File: src/sv/afrc_pkg.sv
// Shared constants, register indexes and interface types of the audio format and rate converter.
`timescale 1ns / 1ps
`default_nettype none

package afrc_pkg;

    localparam int IDX_W  = 3;
    localparam int CFG_W  = 22;
    localparam int GAIN_W = 20;
    localparam int STEP_W = 22;

    localparam logic [IDX_W-1:0] REG_SOURCE_FORMAT   = 3'd0;
    localparam logic [IDX_W-1:0] REG_SOURCE_STEREO   = 3'd1;
    localparam logic [IDX_W-1:0] REG_GAIN_Q10        = 3'd2;
    localparam logic [IDX_W-1:0] REG_STEP_RATIO_Q16  = 3'd3;
    localparam logic [IDX_W-1:0] REG_OUT_SIXTEEN_BIT = 3'd4;
    localparam logic [IDX_W-1:0] REG_OUT_STEREO      = 3'd5;

    // Source word encodings; unsigned 8-bit is the default for every other code.
    localparam logic [1:0] FMT_S16 = 2'd1;
    localparam logic [1:0] FMT_F32 = 2'd2;

    localparam logic [GAIN_W-1:0] GAIN_MAX = 20'd1024000;

    localparam logic [1:0]        RST_SOURCE_FORMAT = FMT_S16;
    localparam logic [GAIN_W-1:0] RST_GAIN_Q10      = 20'd1024;
    localparam logic [STEP_W-1:0] RST_STEP_RATIO    = 22'd65536;

    localparam int DEF_PHASE_FRAC_BITS = 16;
    localparam int DEF_MAX_REPEAT      = 8;

    typedef struct packed {
        logic [1:0]        source_format;
        logic [GAIN_W-1:0] gain;
        logic              out_sixteen_bit;
    } lane_cfg_t;

    typedef struct packed {
        logic [STEP_W-1:0] step;
        logic              out_stereo;
    } merge_cfg_t;

    typedef struct packed {
        logic        valid;
        logic [15:0] bits;
    } lane_res_t;

endpackage

`default_nettype wire

File: src/sv/afrc_lane.sv
// One channel lane: normalizes a raw sample word, applies gain, clamps and formats the output code.
`timescale 1ns / 1ps
`default_nettype none

module afrc_lane (
    input  wire logic                clk,
    input  wire logic                rst_n,
    input  wire logic                start,
    input  wire logic [31:0]         word,
    input  wire afrc_pkg::lane_cfg_t cfg,
    output afrc_pkg::lane_res_t      res
);
    import afrc_pkg::*;

    localparam int PIPE_N = 5;
    localparam logic signed [44:0] PROD_POS = 45'sd4294967296;
    localparam logic signed [44:0] PROD_NEG = -45'sd4294967296;
    localparam logic signed [33:0] Q32_POS  = 34'sd4294967296;
    localparam logic signed [33:0] Q32_NEG  = -34'sd4294967296;
    localparam logic signed [41:0] U8_BIAS  = 42'sd549755813888;

    logic [PIPE_N-1:0]   vld_reg, vld_next;
    logic [31:0]         word_reg, word_next;
    logic signed [23:0]  q22_reg, q22_next;
    logic                spec_reg, spec_next;
    logic                spec_neg_reg, spec_neg_next;
    logic                spec2_reg, spec2_neg_reg;
    logic signed [44:0]  prod_reg, prod_next;
    logic signed [33:0]  p_reg, p_next;
    logic [15:0]         bits_reg, bits_next;

    logic [7:0]          f_exp, f_exp1, f_rs;
    logic [22:0]         f_frac;
    logic [23:0]         f_man, f_mag;
    logic                f_neg;
    logic signed [48:0]  v_ext, v_scl;
    logic [48:0]         v_rnd;
    logic signed [41:0]  u_ext, u_scl;

    assign vld_next  = {vld_reg[PIPE_N-2:0], start};
    assign word_next = start ? word : word_reg;

    // Stage one: raw word to Q2.22, with infinity and not-a-number flagged.
    always_comb
    begin
        f_exp  = word_reg[30:23];
        f_frac = word_reg[22:0];
        f_neg  = word_reg[31];
        f_man  = {(f_exp != 8'd0), f_frac};
        f_exp1 = (f_exp == 8'd0) ? 8'd1 : f_exp;
        f_rs   = 8'd128 - f_exp1;
        // Any exponent of 2^1 or more overflows Q2.22 and saturates.
        if (f_exp[7])
        begin
            f_mag = f_neg ? 24'h800000 : 24'h7FFFFF;
        end
        else if (f_rs >= 8'd24)
        begin
            f_mag = 24'd0;
        end
        else
        begin
            f_mag = f_man >> f_rs[4:0];
        end

        spec_next     = 1'b0;
        spec_neg_next = 1'b0;
        case (cfg.source_format)
            FMT_S16:
            begin
                q22_next = {word_reg[15], word_reg[15:0], 7'b0};
            end
            FMT_F32:
            begin
                q22_next = f_neg ? (24'd0 - f_mag) : f_mag;
                if (f_exp == 8'hFF)
                begin
                    spec_next     = 1'b1;
                    spec_neg_next = f_neg && (f_frac == 23'd0) && (cfg.gain != '0);
                end
            end
            default:
            begin
                q22_next = {~word_reg[7], ~word_reg[7], word_reg[6:0], 15'b0};
            end
        endcase
    end

    // Stage two: gain multiply.
    assign prod_next = q22_reg * $signed({1'b0, cfg.gain});

    // Stage three: clamp to [-1, 1] in Q32.
    always_comb
    begin
        if (spec2_reg)
        begin
            p_next = spec2_neg_reg ? Q32_NEG : Q32_POS;
        end
        else if (prod_reg > PROD_POS)
        begin
            p_next = Q32_POS;
        end
        else if (prod_reg < PROD_NEG)
        begin
            p_next = Q32_NEG;
        end
        else
        begin
            p_next = prod_reg[33:0];
        end
    end

    // Stage four: scale by 32767 truncating toward zero, or by 127 with offset 128.
    always_comb
    begin
        v_ext = {{15{p_reg[33]}}, p_reg};
        v_scl = (v_ext <<< 15) - v_ext;
        v_rnd = v_scl + (v_scl[48] ? 49'h0_FFFF_FFFF : 49'h0);
        u_ext = {{8{p_reg[33]}}, p_reg};
        u_scl = (u_ext <<< 7) - u_ext + U8_BIAS;
        bits_next = cfg.out_sixteen_bit ? v_rnd[47:32] : {8'b0, u_scl[39:32]};
    end

    always_ff @(posedge clk or negedge rst_n)
    begin
        if (!rst_n)
        begin
            vld_reg <= '0;
        end
        else
        begin
            vld_reg <= vld_next;
        end
    end

    always_ff @(posedge clk)
    begin
        word_reg      <= word_next;
        q22_reg       <= q22_next;
        spec_reg      <= spec_next;
        spec_neg_reg  <= spec_neg_next;
        prod_reg      <= prod_next;
        spec2_reg     <= spec_reg;
        spec2_neg_reg <= spec_neg_reg;
        p_reg         <= p_next;
        bits_reg      <= bits_next;
    end

    assign res.valid = vld_reg[PIPE_N-1];
    assign res.bits  = bits_reg;

endmodule

`default_nettype wire

File: src/sv/afrc_merge.sv
// Merge stage: joins the two lane codes into a frame and repeats or drops it by the phase.
`timescale 1ns / 1ps
`default_nettype none

module afrc_merge #(
    parameter int PHASE_FRAC_BITS = afrc_pkg::DEF_PHASE_FRAC_BITS,
    parameter int MAX_REPEAT      = afrc_pkg::DEF_MAX_REPEAT
) (
    input  wire logic                 clk,
    input  wire logic                 rst_n,
    input  wire logic                 start,
    input  wire logic                 block_start,
    input  wire afrc_pkg::lane_res_t  res_l,
    input  wire afrc_pkg::lane_res_t  res_r,
    input  wire afrc_pkg::merge_cfg_t cfg,
    input  wire logic                 out_take,
    output logic                      ready,
    output logic                      out_valid,
    output logic [15:0]               out_left,
    output logic [15:0]               out_right,
    output logic                      out_last
);
    import afrc_pkg::*;

    localparam int PHASE_W = ((PHASE_FRAC_BITS + 1 > STEP_W) ? PHASE_FRAC_BITS + 1 : STEP_W) + 1;
    localparam int CNT_W   = (MAX_REPEAT > 1) ? $clog2(MAX_REPEAT) : 1;
    localparam logic [PHASE_W-1:0] PHASE_ONE = {{(PHASE_W-1){1'b0}}, 1'b1} << PHASE_FRAC_BITS;
    localparam logic [CNT_W-1:0]   LAST_CNT  = CNT_W'(MAX_REPEAT - 1);

    localparam logic [1:0] ST_IDLE = 2'd0;
    localparam logic [1:0] ST_WAIT = 2'd1;
    localparam logic [1:0] ST_EMIT = 2'd2;

    logic [1:0]         state_reg, state_next;
    logic [PHASE_W-1:0] phase_reg, phase_next;
    logic [CNT_W-1:0]   cnt_reg, cnt_next;
    logic               bstart_reg, bstart_next;
    logic               valid_reg, valid_next;
    logic               last_reg, last_next;
    logic [15:0]        left_reg, left_next;
    logic [15:0]        right_reg, right_next;

    logic [PHASE_W-1:0] step_ext, phase_start, phase_add;

    assign step_ext    = PHASE_W'(cfg.step);
    assign phase_start = bstart_reg ? '0 : phase_reg;
    // In the emit state the phase register already holds the value after the current frame.
    assign phase_add   = ((state_reg == ST_EMIT) ? phase_reg : phase_start) + step_ext;

    always_comb
    begin
        state_next  = state_reg;
        phase_next  = phase_reg;
        cnt_next    = cnt_reg;
        bstart_next = bstart_reg;
        valid_next  = valid_reg;
        last_next   = last_reg;
        left_next   = left_reg;
        right_next  = right_reg;
        case (state_reg)
            ST_IDLE:
            begin
                if (start)
                begin
                    bstart_next = block_start;
                    state_next  = ST_WAIT;
                end
            end
            ST_WAIT:
            begin
                if (res_l.valid)
                begin
                    left_next  = res_l.bits;
                    right_next = cfg.out_stereo ? res_r.bits : 16'd0;
                    if (phase_start >= PHASE_ONE)
                    begin
                        // Frame is dropped: no result for this item.
                        phase_next = phase_start - PHASE_ONE;
                        state_next = ST_IDLE;
                    end
                    else
                    begin
                        phase_next = phase_add;
                        cnt_next   = '0;
                        valid_next = 1'b1;
                        last_next  = (phase_add >= PHASE_ONE) || (LAST_CNT == '0);
                        state_next = ST_EMIT;
                    end
                end
            end
            ST_EMIT:
            begin
                if (out_valid && out_take)
                begin
                    if (last_reg)
                    begin
                        // A capped run that leaves the phase short of one restarts at zero.
                        phase_next = (phase_reg >= PHASE_ONE) ? phase_reg - PHASE_ONE : '0;
                        valid_next = 1'b0;
                        state_next = ST_IDLE;
                    end
                    else
                    begin
                        phase_next = phase_add;
                        cnt_next   = cnt_reg + 1'b1;
                        last_next  = (phase_add >= PHASE_ONE) || (cnt_reg + 1'b1 == LAST_CNT);
                    end
                end
            end
            default:
            begin
                state_next = ST_IDLE;
                valid_next = 1'b0;
            end
        endcase
    end

    always_ff @(posedge clk or negedge rst_n)
    begin
        if (!rst_n)
        begin
            state_reg <= ST_IDLE;
            phase_reg <= '0;
            cnt_reg   <= '0;
            valid_reg <= 1'b0;
        end
        else
        begin
            state_reg <= state_next;
            phase_reg <= phase_next;
            cnt_reg   <= cnt_next;
            valid_reg <= valid_next;
        end
    end

    always_ff @(posedge clk)
    begin
        bstart_reg <= bstart_next;
        last_reg   <= last_next;
        left_reg   <= left_next;
        right_reg  <= right_next;
    end

    assign ready     = (state_reg == ST_IDLE);
    assign out_valid = valid_reg;
    assign out_left  = left_reg;
    assign out_right = right_reg;
    assign out_last  = last_reg;

endmodule

`default_nettype wire

File: src/sv/audio_format_resample_convert_unit.sv
// Top level of the audio format and rate converter: registers, two lanes and the merge stage.
// Each item passes the five-stage conversion lane (word, Q2.22, gain product, clamp, output code) and
// then the merge output register. One item at a time: a new item is accepted only after the last result
// of the previous one is taken. An item yields n results (0 to MAX_REPEAT), one result per cycle at the
// output register while the receiver takes them; a stalled output holds the flow.
// Reset clears the configuration registers to their defaults and the phase to zero; no clearing pass.
`timescale 1ns / 1ps
`default_nettype none

module audio_format_resample_convert_unit #(
    parameter int PHASE_FRAC_BITS = afrc_pkg::DEF_PHASE_FRAC_BITS,
    parameter int MAX_REPEAT      = afrc_pkg::DEF_MAX_REPEAT
) (
    input  wire logic                       clk,
    input  wire logic                       rst_n,
    input  wire logic                       cfg_we,
    input  wire logic [afrc_pkg::IDX_W-1:0] cfg_index,
    input  wire logic [afrc_pkg::CFG_W-1:0] cfg_wdata,
    input  wire logic                       s_tvalid,
    output logic                            s_tready,
    input  wire logic [63:0]                s_tdata,  // src_left [31:0], src_right [63:32]
    input  wire logic                       s_tuser,  // block_start
    output logic                            m_tvalid,
    input  wire logic                       m_tready,
    output logic [31:0]                     m_tdata,  // out_left [15:0], out_right [31:16]
    output logic                            m_tlast
);
    import afrc_pkg::*;

    logic [1:0]        source_format_reg, source_format_next;
    logic              source_stereo_reg, source_stereo_next;
    logic [GAIN_W-1:0] gain_reg, gain_next;
    logic [STEP_W-1:0] step_reg, step_next;
    logic              out_sixteen_reg, out_sixteen_next;
    logic              out_stereo_reg, out_stereo_next;

    logic       accept;
    lane_cfg_t  lane_cfg;
    merge_cfg_t merge_cfg;
    lane_res_t  res_l, res_r;
    logic [31:0] right_word;
    logic [15:0] out_left, out_right;

    always_comb
    begin
        source_format_next = source_format_reg;
        source_stereo_next = source_stereo_reg;
        gain_next          = gain_reg;
        step_next          = step_reg;
        out_sixteen_next   = out_sixteen_reg;
        out_stereo_next    = out_stereo_reg;
        if (cfg_we)
        begin
            case (cfg_index)
                REG_SOURCE_FORMAT:   source_format_next = cfg_wdata[1:0];
                REG_SOURCE_STEREO:   source_stereo_next = cfg_wdata[0];
                REG_GAIN_Q10:        gain_next          = cfg_wdata[GAIN_W-1:0];
                REG_STEP_RATIO_Q16:  step_next          = cfg_wdata[STEP_W-1:0];
                REG_OUT_SIXTEEN_BIT: out_sixteen_next   = cfg_wdata[0];
                REG_OUT_STEREO:      out_stereo_next    = cfg_wdata[0];
                default:             ;
            endcase
        end
    end

    always_ff @(posedge clk or negedge rst_n)
    begin
        if (!rst_n)
        begin
            source_format_reg <= RST_SOURCE_FORMAT;
            source_stereo_reg <= 1'b1;
            gain_reg          <= RST_GAIN_Q10;
            step_reg          <= RST_STEP_RATIO;
            out_sixteen_reg   <= 1'b0;
            out_stereo_reg    <= 1'b0;
        end
        else
        begin
            source_format_reg <= source_format_next;
            source_stereo_reg <= source_stereo_next;
            gain_reg          <= gain_next;
            step_reg          <= step_next;
            out_sixteen_reg   <= out_sixteen_next;
            out_stereo_reg    <= out_stereo_next;
        end
    end

    assign accept = s_tvalid && s_tready;

    // Gain saturates at 1000; a zero step counts as one LSB.
    assign lane_cfg.source_format   = source_format_reg;
    assign lane_cfg.gain            = (gain_reg > GAIN_MAX) ? GAIN_MAX : gain_reg;
    assign lane_cfg.out_sixteen_bit = out_sixteen_reg;
    assign merge_cfg.step           = (step_reg == '0) ? {{(STEP_W-1){1'b0}}, 1'b1} : step_reg;
    assign merge_cfg.out_stereo     = out_stereo_reg;

    // A mono source feeds the left word to both lanes.
    assign right_word = source_stereo_reg ? s_tdata[63:32] : s_tdata[31:0];

    afrc_lane u_lane_l (
        .clk   (clk),
        .rst_n (rst_n),
        .start (accept),
        .word  (s_tdata[31:0]),
        .cfg   (lane_cfg),
        .res   (res_l)
    );

    afrc_lane u_lane_r (
        .clk   (clk),
        .rst_n (rst_n),
        .start (accept),
        .word  (right_word),
        .cfg   (lane_cfg),
        .res   (res_r)
    );

    afrc_merge #(
        .PHASE_FRAC_BITS (PHASE_FRAC_BITS),
        .MAX_REPEAT      (MAX_REPEAT)
    ) u_merge (
        .clk         (clk),
        .rst_n       (rst_n),
        .start       (accept),
        .block_start (s_tuser),
        .res_l       (res_l),
        .res_r       (res_r),
        .cfg         (merge_cfg),
        .out_take    (m_tready),
        .ready       (s_tready),
        .out_valid   (m_tvalid),
        .out_left    (out_left),
        .out_right   (out_right),
        .out_last    (m_tlast)
    );

    assign m_tdata = {out_right, out_left};

endmodule

`default_nettype wire

File: config.mk
export PLATFORM = sky130hd
export DESIGN_NAME = audio_format_resample_convert_unit
export DESIGN_NICKNAME = d
export VERILOG_FILES = /design/src/sv/afrc_pkg.sv /design/src/sv/afrc_lane.sv /design/src/sv/afrc_merge.sv /design/src/sv/audio_format_resample_convert_unit.sv
export SDC_FILE = /design/constraint.sdc
export NUM_CORES = 2
export LEC_CHECK = 0
export BUFFER_PORTS_ARGS = -buffer_cell sky130_fd_sc_hd__buf_2
export CORE_MARGIN = 8
export CORE_UTILIZATION = 40
export DETAILED_ROUTE_END_ITERATION = 10
export HOLD_SLACK_MARGIN = 0.06
export SLEW_MARGIN = 20
export SYNTH_ARGS = -nofsm -noshare
export SYNTH_HDL_FRONTEND = slang
export SYNTH_SLANG_ARGS = --single-unit
File: constraint.sdc
create_clock -name clk -period 8.2 [get_ports clk]
set_input_delay 0 -clock clk [delete_from_list [all_inputs] [get_ports clk]]
set_output_delay 0 -clock clk [all_outputs]
set_load 0.01 [all_outputs]
==> summary.md <==
| Metric | Value |
|---|---|
| Slew headroom | `0.1826` |
| FILL cells | `15,150` |
| Mapped Cells | `7,084` |
| Initial core utilization | `0.4029` |
| Clock Pin Slew Worst Setup and Hold Paths | `60 ps` |
| Final setup fails | `20` |
| Final WL | `194.8 mm` |
| Status | `complete, but fails checks` |
| Critical Path Fanout Max | `6` |
| Post-synth EDFFs | `98` |
| Top-count cell post-synth | `inv_1` |
| Syn avg cell area | `9.132 um^2` |
| Hold Vio Cnt, Final | `0` |
| Cell Rows | `147` |
| Die height | `418.2 um` |
| IO Count | `130` |
| Syn Std Cell Area | `64,690 um^2` |
| Top post-synthesis cells by area | `fa_1, ha_1, dfxtp_1, inv_1, and3_1` |
| Largest net degree at the start of global routing | `65` |
| Top cell type's share of synthesized area | `0.3079` |
| Post-DP HPWL | `151.5 mm` |
| Die X-Extent | `418.2 um` |
| Worst Hold Path Cells | `2` |
| CP Data Required Time | `8760 ps` |
| Seq/Total Area, Yosys | `0.1530` |
| Via count | `52,720` |
| Layout cells sized above 1 | `0.1400` |
| Least-Margin Pin Slew | `1222 ps` |
| Placed insts | `9,335` |
| Yosys reg bits | `425` |
| Failing checks | `negative setup slack` |
| Vias per cell | `5.477` |
| Die area | `174,900 um^2` |
| H-tree level count | `2` |
| Crit path max-delay family | `adder cells` |
| Worst path max stage delay | `550 ps` |
| GRT Total Usage | `0.2182` |
| Number of cells on the critical path | `35` |
| Final period utilization | `1.027` |
| Crit path top cell by count | `fa_1` |
| Synth unique cells | `101` |
| Antenna violations before repair | `7` |
| Syn_nets | `8,697` |
| Clk_skew | `59.85 ps` |
| Buffers on Ports | `129` |
| First-pass GRT wire length | `307.1 mm` |
| Drt first pass iters | `6` |
| Reg2reg path depth | `35` |
| Crit end category | `flop` |
| Ys Warns | `0` |
| Top post-synthesis cells by count | `inv_1, fa_1, nand2_1, and3_1, ha_1` |
| Primary FF master, synth | `dfxtp_1` |
| Crit path arrival time | `8980 ps` |
| Clk buf depth | `3` |
| WS Path Type | `reg -> reg` |
| Crit-path slowest cell | `or4_4` |
| RSZ-0062 raised after global routing | `true` |
| Worst path bufs/invs | `11` |
| Final std cells w/o fill | `9,626` |
| CTS Sinks | `425` |
| Slew Limit Fails | `0` |
| CP Launch Type | `flop` |
| Clock latency on the worst-skew pair | `680 ps` |
| Hold WC Path Type | `in -> reg` |
| Largest area contributor in the netlist | `fa_1` |
| Worst Setup Slack, final | `-220.0 ps` |
| Core Area | `160,600 um^2` |
| Routed length per instance | `20.24 um` |
| DP Worst Slack | `-306.1 ps` |
| # DRC | `0` |
| Clock root cell | `clkbuf_16` |
| Gpl congestion | `0.9253` |
| Tmin final | `8420 ps` |
| Grt total ovfl | `0` |
| Async SR Flop Fraction | `0.1906` |
| NumNets Final | `9,035` |
| Cts bufs inserted | `51` |
| TritonCTS clock tree | `built` |
| Number of global-route vias before repair | `55,210` |
| Routed Antenna Nets | `0` |
| P&R area growth vs syn | `15.23%` |
| Max-cap violations | `0` |
| DRT iter0 DRCs | `3,509` |
| Fmax | `118.8 MHz` |
-- path summary, 6_finish.rpt --
check,startpoint,to,slack (ps)
min in group asynchronous,rst_n,source_format_reg[0],470
max in group asynchronous,rst_n,gain_reg[15],6990
worst max register to register,gain_reg[2],u_lane_r.prod_reg[40],-220
worst min-delay path,s_tdata[2],u_lane_l.word_reg[2],100
worst max-delay path,gain_reg[2],u_lane_r.prod_reg[40],-220
worst min register to register,u_lane_r.spec_reg,u_lane_r.spec2_reg,330
-- per-stage QoR --
step	utilization	hold slack, ps	TNS [ps]	cell area, um^2
final	0.4643	100.6	-1554	74550
after global routing	0.4643	81.98	-9653	74550
after CTS	0.4580	60.75	-50.15	73540
after detailed placement	0.4326	-11.63	-3646	69470
after global placement	0.4326	-15.20	-2130	69470
after floorplan	-	-295.6	-75.48	64980
-- cell families (layout without fill, tap and decap cells) --
kind of cell	after synthesis	count (layout)	synth area share
compound gates	1017	1017	0.1042
flops	425	425	0.1530
mux	172	172	0.03240
simple gates	2188	2188	0.1774
fa+ha+maj	1518	1518	0.4091
xor+xnor	270	270	0.03655
buf+inv	1494	1874	0.08732
other cells	0	2	0
-- routing by layer --
layer  vias to the layer above  wire length (um)  part of all wire  global-route usage
met3                       397             12310             0.063             0.03634
met1                     26430             82470              0.42              0.2828
met4                         2              7033             0.036             0.07267
met2                      1709             92990              0.48              0.3707
met5                         -                13          0.000067                   0
li1                      24190                 -                 -                   -
-- cell usage in the layout, fill, tap and decap left out, types with 180 or more instances in the layout --
cell type / count
inv_1: 1069
ha_1: 497
xnor2_1: 180
nand2_1: 623
nor2_1: 220
fa_1: 976
dfxtp_1: 246
a21oi_1: 246
and2_1: 239
and3_1: 502
buf_4: 358
-- what timing repair did --
action,in CTS,in global routing
hold endpoints to repair,200,0
gates cloned,8,6
endpoints found under the setup margin,22,31
pin swaps,104,106
resized for setup,124,180
buffers inserted,46,28
hold buffers,112,0
-- final cells by class --
cell class / instances / area [um^2] / area share
repair buffers: 668 / 5658 / 0.07590
inverters: 1111 / 4175 / 0.05601
flip-flops and latches: 425 / 9903 / 0.1328
clock buffers: 62 / 1411 / 0.01893
well taps: 2160 / 2703 / 0.03625
multi-input cells: 5165 / 50290 / 0.6747
diodes: 2 / 5.005 / 0.00006714
clock inverters: 33 / 397.9 / 0.005337
Power is not shown: default switching activity piles up to over one toggle a cycle in this logic, so the estimate is an artifact.
